==> config.mk <==
export PLATFORM = sky130hd
export DESIGN_NAME = sst_outq
export DESIGN_NICKNAME = d
export VERILOG_FILES = /design/src/sst_pkg.sv /design/src/sst_outq.sv
export SDC_FILE = /design/constraint.sdc
export NUM_CORES = 1
export LEC_CHECK = 0
export BUFFER_PORTS_ARGS = -buffer_cell sky130_fd_sc_hd__clkbuf_2
export CORE_ASPECT_RATIO = 0.9
export CORE_MARGIN = 2
export CORE_UTILIZATION = 53
export DETAILED_ROUTE_END_ITERATION = 7
export HOLD_SLACK_MARGIN = 0.02
export PLACE_DENSITY = 0.75
export SLEW_MARGIN = 20
export SYNTH_ARGS = -nofsm -noshare
export SYNTH_HDL_FRONTEND = slang
export SYNTH_SLANG_ARGS = --single-unit
==> constraint.sdc <==
create_clock -name clk_i -period 5.7 [get_ports clk_i]
set_clock_uncertainty 0.2 [all_clocks]
set_input_delay 0 -clock clk_i [delete_from_list [all_inputs] [get_ports clk_i]]
set_output_delay 0 -clock clk_i [all_outputs]
set_load 0.01 [all_outputs]
==> src/sst_pkg.sv <==
// ----------------------------------------------------------------------------
// sst_pkg
// shared widths, register codes, types and weight function of the stencil
// ----------------------------------------------------------------------------
package sst_pkg;

  // field widths
  localparam int DATA_W     = 32;
  localparam int ROW_W      = 16;
  localparam int COL_W      = 13;
  localparam int GW_W       = 14;
  localparam int GH_W       = 16;
  localparam int CFG_IDX_W  = 2;
  localparam int CFG_DATA_W = 16;

  // register indexes
  localparam logic [CFG_IDX_W-1:0] REG_GRID_WIDTH  = 2'd0;
  localparam logic [CFG_IDX_W-1:0] REG_GRID_HEIGHT = 2'd1;

  // reset values and limits
  localparam logic [GW_W-1:0] GRID_WIDTH_RST  = 14'd4100;
  localparam logic [GH_W-1:0] GRID_HEIGHT_RST = 16'd4100;
  localparam int MIN_DIM   = 5;
  localparam int ROW_SLOTS = 4;
  localparam int NUM_TAPS  = 9;

  // parameter defaults
  localparam int MAX_WIDTH_DEF  = 8192;
  localparam int FRAC_BITS_DEF  = 16;
  localparam int OUTQ_DEPTH_DEF = 8;

  // grid size as seen by the window logic
  typedef struct packed {
    logic [GW_W-1:0] width;
    logic [GH_W-1:0] height;
  } geom_t;

  // per-result side information
  typedef struct packed {
    logic [ROW_W-1:0] row;
    logic [COL_W-1:0] col;
    logic             last;
  } tag_t;

  // weight k/10 as an unsigned fraction, rounded to nearest
  function automatic int unsigned weight(input int unsigned k, input int unsigned frac);
    return ((k << frac) + 32'd5) / 32'd10;
  endfunction

endpackage

==> src/sst_outq.sv <==
// ----------------------------------------------------------------------------
// sst_outq
// result queue with a credit count that covers results still in flight
// ----------------------------------------------------------------------------
module sst_outq #(
  parameter int DEPTH = sst_pkg::OUTQ_DEPTH_DEF
) (
  input  logic                              clk_i,
  input  logic                              rst_ni,
  input  logic                              reserve_i,
  output logic                              full_o,
  input  logic                              push_i,
  input  logic signed [sst_pkg::DATA_W-1:0] push_value_i,
  input  sst_pkg::tag_t                     push_tag_i,
  output logic                              out_valid_o,
  input  logic                              out_stall_i,
  output logic signed [sst_pkg::DATA_W-1:0] out_value_o,
  output sst_pkg::tag_t                     out_tag_o
);

  localparam int PTR_W = (DEPTH > 1) ? $clog2(DEPTH) : 1;
  localparam int CNT_W = $clog2(DEPTH + 1);

  logic signed [sst_pkg::DATA_W-1:0] val_q [DEPTH];
  sst_pkg::tag_t                     tag_q [DEPTH];
  logic [PTR_W-1:0] wr_q, rd_q;
  logic [CNT_W-1:0] cnt_q, credit_q;
  logic             pop;

  assign pop         = (cnt_q != '0) && !out_stall_i;
  assign out_valid_o = (cnt_q != '0);
  assign out_value_o = val_q[rd_q];
  assign out_tag_o   = tag_q[rd_q];
  assign full_o      = (credit_q >= CNT_W'(DEPTH));

  // pointers, fill and credit counts
  always_ff @(posedge clk_i or negedge rst_ni) begin
    if (!rst_ni) begin
      wr_q     <= '0;
      rd_q     <= '0;
      cnt_q    <= '0;
      credit_q <= '0;
    end else begin
      if (push_i) begin
        wr_q <= (wr_q == PTR_W'(DEPTH - 1)) ? '0 : wr_q + PTR_W'(1);
      end
      if (pop) begin
        rd_q <= (rd_q == PTR_W'(DEPTH - 1)) ? '0 : rd_q + PTR_W'(1);
      end
      cnt_q    <= cnt_q + CNT_W'(push_i) - CNT_W'(pop);
      credit_q <= credit_q + CNT_W'(reserve_i) - CNT_W'(pop);
    end
  end

  // entry storage
  always_ff @(posedge clk_i) begin
    if (push_i) begin
      val_q[wr_q] <= push_value_i;
      tag_q[wr_q] <= push_tag_i;
    end
  end

endmodule

After elaboration in Yosys (flattened, before gate mapping)
Memories as Yosys holds them, arrays and structs flattened.
Index checks and enable logic that the tools add are counted.
Storage, ports and cells
  RAM bits: 496
  output and inout bits: 64
  memories kept: 2
  ROM bits: 0
  register bits: 14
  logic and storage cells: 22
  input bits: 67
  latch bits: 0
Memory list
  val_q: depth 8, width 32, read ports 1, clocked after Yosys merged registers in 0, write ports 1, RTL line sst_outq.sv:24  | logic signed [sst_pkg::DATA_W-1:0] val_q [DEPTH];
  tag_q: depth 8, width 30, read ports 1, clocked after Yosys merged registers in 0, write ports 1, RTL line sst_outq.sv:25  | sst_pkg::tag_t tag_q [DEPTH];
Operators by class
  multiply operators: 0
  muxes and demuxes: 4
  shift-type cells: 0
  equal/unequal tests: 2
  reduce and logical (&&, ||, !) cells: 3
  order comparisons: 1
  bitwise logic cells: 0
  add/sub/neg operators: 6
  div/mod/pow operators: 0
Operators by type and width (number)
  4-bit by 1-bit adder with 4-bit output: 2
  4-bit by 1-bit subtractor with 4-bit output: 2
  3-bit by 1-bit adder with 3-bit output, second input constant: 2
  3-bit == test, second input constant: 2
  3-bit 2-to-1 mux: 2
  4-bit >= comparator, second input constant: 1
  4-bit nonzero test: 1
  1-bit 2-to-1 mux: 2
  1-bit logical AND: 1
  1-bit zero test: 1

Longest topological paths before layout
  word-level depth: 3
  depth in mapped cells: 8
  gate-level depth less buffers: 8

Least setup slack after synthesis
OpenSTA, ideal clock, no wires.
  path type: register to register
  start: reg wr_q[2]
  end: mem tag_q[0][0] (netlist bit) (enable)
  library setup time: 0.558 ns
  setup slack: 0.152 ns
  required time: 4.942 ns
  buffers on the path: 0
  arrival time: 4.790 ns
  stages on the path, launching flop included: 3
  period minus slack after synthesis: 5.548 ns
  cell sequence: dfrtp_1 -> nand2b_1 -> nor3_1
RTL lines
  start: declaration: RTL line sst_outq.sv:26  | logic [PTR_W-1:0] wr_q, rd_q;
  start signal: assignment: RTL line sst_outq.sv:45  | wr_q <= (wr_q == PTR_W'(DEPTH - 1)) ? '0 : wr_q + PTR_W'(1);
  end: declaration: RTL line sst_outq.sv:25
No word-level cell before the write port.

Worst setup path after layout
  start: reg rd_q[0]
  end: out out_value_o[18] (netlist bit)
Between the ends
  longest elaborated chain between the ends: 1
RTL lines
  start: declaration: RTL line sst_outq.sv:26
  start signal: assignment: RTL line sst_outq.sv:48  | rd_q <= (rd_q == PTR_W'(DEPTH - 1)) ? '0 : rd_q + PTR_W'(1);
  memory read 8 x 32 bit
  end: declaration: RTL line sst_outq.sv:17  | output logic signed [sst_pkg::DATA_W-1:0] out_value_o,
Every way passes these cells.

==> out/qor.txt <==
Setup crit end kind: primary output
top fanout value on the critical path: 36
number of pins with negative max-slew slack in the final report: 0
total number of vias: 8837
proportion of layout cells with a drive suffix above 1: 0.388
Post-Syn Area per Cell: 24.5 um2
total number of placement rows: 66
f_max: 296 MHz
post-synth net total: 874
weighted congestion at the end of routability-driven global placement: 0.699
post-layout minimum cycle time: 3.37 ns
reported max-cap violation count: 0
required time of the critical path: 5.50 ns
arrival time worst endpoint: 3.17 ns
fraction of post-synthesis cell area in the top cell type by area: 0.767
Synth Instances: 793
total power draw: 11.4 mW
Power Dens Cells: 498 mW/mm2
Setup Total Neg Slack: 0 ns
Via-to-Cell Ratio: 5.75
overall global routing resource usage: 0.198
Worst-path clk slew: 0.06 ns
leakage: 7.60 nW
Initial DRT Pass Iterations: 4
area of placed instances: 0.0207 mm2
number of buffers added by the clock tree synthesis step: 49
cell type of the slowest stage on the worst timing path: sky130_fd_sc_hd__dfrtp_4
buffer count from post-CTS setup fixing: 0
die outline height: 186 um
final routed wirelength across all metal layers: 36700 um
die extent in x: 206 um
area growth from synthesis to layout: 17.7%
warnings from Yosys: 0
Post-CTS Resized: 0
starting density of the core: 0.538
startpoint class of the critical path: register
via count of the first global-routing pass: 9201
die area: 0.0382 mm2
CP peak stage delay: 0.88 ns
average routed wire per standard cell: 23.9 um
Post-Route Hold Slack: 0.0429 ns
post-detail-place hpwl: 19000 um
DRC: 0
DP Cell Count: 1380
status: complete, no violations
Final Cell Area: 0.0228 mm2
Period Utilization, post-route: 0.592
Final Hold Vio Count: 0
number of hold buffers added after cts: 68
number of storage elements in the synthesis netlist: 510
clk root buf: sky130_fd_sc_hd__clkbuf_16
cell types with the highest counts after synthesis: sky130_fd_sc_hd__edfxtp_1, sky130_fd_sc_hd__mux4_2, sky130_fd_sc_hd__mux2_2
number of nets with antenna violations after detailed routing: 0
setup violators final: 0
slew at the pin with the worst max-slew slack: 0.956 ns
number of antenna violations at the first check in global routing: 2
I/O Pins: 131
Syn Std Cell Area: 0.0194 mm2
number of sinks handled by clock tree synthesis: 510
worst slew margin relative to its limit: 0.361
library cells used by synthesis: 23
deepest clock path buffer count: 3
cell taking the most area after synthesis: sky130_fd_sc_hd__edfxtp_1
TritonCTS clock tree: done
detailed router's first-iteration violation count: 715
H-tree depth: 2
global-route wire length before repair: 55600 um
number of enable flip-flop cells after synthesis: 496
largest net degree at the start of global routing: 71
Max IR drop VDD: 0.274 mV
core region area: 0.0361 mm2
cell types with the largest area share after synthesis: sky130_fd_sc_hd__edfxtp_1, sky130_fd_sc_hd__mux4_2, sky130_fd_sc_hd__mux2_2
cell with the most instances after synthesis: sky130_fd_sc_hd__edfxtp_1
Remaining Overflow, GRT: 0
dominant register cell in the synthesized netlist: sky130_fd_sc_hd__edfxtp_1
Total Nets Final: 1104
CP Cell Sequence: buf_4 -> mux4_2 -> mux2_2 -> clkbuf_2
Port-buffer cells: 130
setup repair after global routing missed its margin: false
non-filler cells, final: 1538
type of the tightest min-delay check: in -> reg
portion of the post-synthesis area used by sequential elements: 0.785
asr flop ratio synth: 0.0275
category of the most critical setup path: reg -> out
later-pin clock latency in the skew report: 0.55 ns
## worst max-delay path: cells and delay by family, from the launching register on
kind                   cells  cell delay (ns)
muxes                      2             0.89
DFF                        1             0.88
buffers and inverters      2             0.81
## state kept, by name, indices dropped and copies added (netlist names)
| signal | count |
|---|---|
| cnt_q | 4 |
| credit_q | 4 |
| rd_q | 3 |
| tag_q | 240 |
| val_q | 256 |
| wr_q | 3 |
## cell type report
cell class,instances,area [um2]
diodes,2,5.00
clock buffers,65,1310
clock inverters,23,188
fillers,2340,13200
inverters,8,30.0
multi-input cells,240,3990
flip-flops and latches,510,15300
well taps,476,596
repair buffers,214,1480
## worst paths after layout
path | startpoint | end | slack (ns) | cells after the start
max in group asynchronous | rst_ni | rd_q[2] | 4.44 | 3
max | rd_q[0] | out_value_o[18] | 2.33 | 4
min in group asynchronous | rst_ni | credit_q[1] | 0.37 | 3
min reg2reg | credit_q[3] | credit_q[3] | 0.39 | 2
min | push_value_i[16] | val_q[5][16] | 0.04 | 2
max reg2reg | wr_q[2] | val_q[3][23] | 3.00 | 3
## kinds of logic (layout without fill, tap and decap cells)
group | after synthesis | after routing | synth area share
AOI/OAI and AO/OA | 7 | 7 | 0.00219
xor gates and xnor gates | 5 | 5 | 0.00226
adders and majority gates | 14 | 14 | 0.00980
buffers and inverters | 43 | 310 | 0.0119
DFF | 510 | 510 | 0.785
muxes | 192 | 192 | 0.183
other | 0 | 2 | 0
and+or+nand+nor | 22 | 22 | 0.00522
## per-layer routing
| metal | global-route usage | routed length (um) | vias to the layer above |
|---|---|---|---|
| met5 | 0 | 13 | - |
| met4 | 0.0504 | 551 | 2 |
| met3 | 0.0333 | 2020 | 52 |
| met2 | 0.327 | 18600 | 281 |
| li1 | - | - | 3827 |
| met1 | 0.278 | 15500 | 4675 |
## cell usage in the layout, fill, tap and decap left out, drive strengths merged, types with 4 or more instances in the layout
cell type	netlist	final
edfxtp	496	496
clkbuf	15	195
mux4	124	124
mux2	68	68
dlygate4sd3	0	68
clkinv	0	20
buf	20	16
dfrtp	14	14
ha	12	12
nor2	10	10
inv	8	8
nand2b	4	4
nand2	4	4
## power breakdown
group          switching [mW]  total (mW)  internal, mW
clock network            1.29        3.03          1.74
logic                    1.63        3.32          1.68
registers               0.321        5.03          4.71
## through the flow
step	util	setup slack, ns
after floorplan	-	0.152
after global placement	0.573	2.82
after detailed placement	0.573	2.80
after CTS	0.633	2.21
after global routing	0.633	2.09
final	0.633	2.33
(Power assumes the default switching activity.)
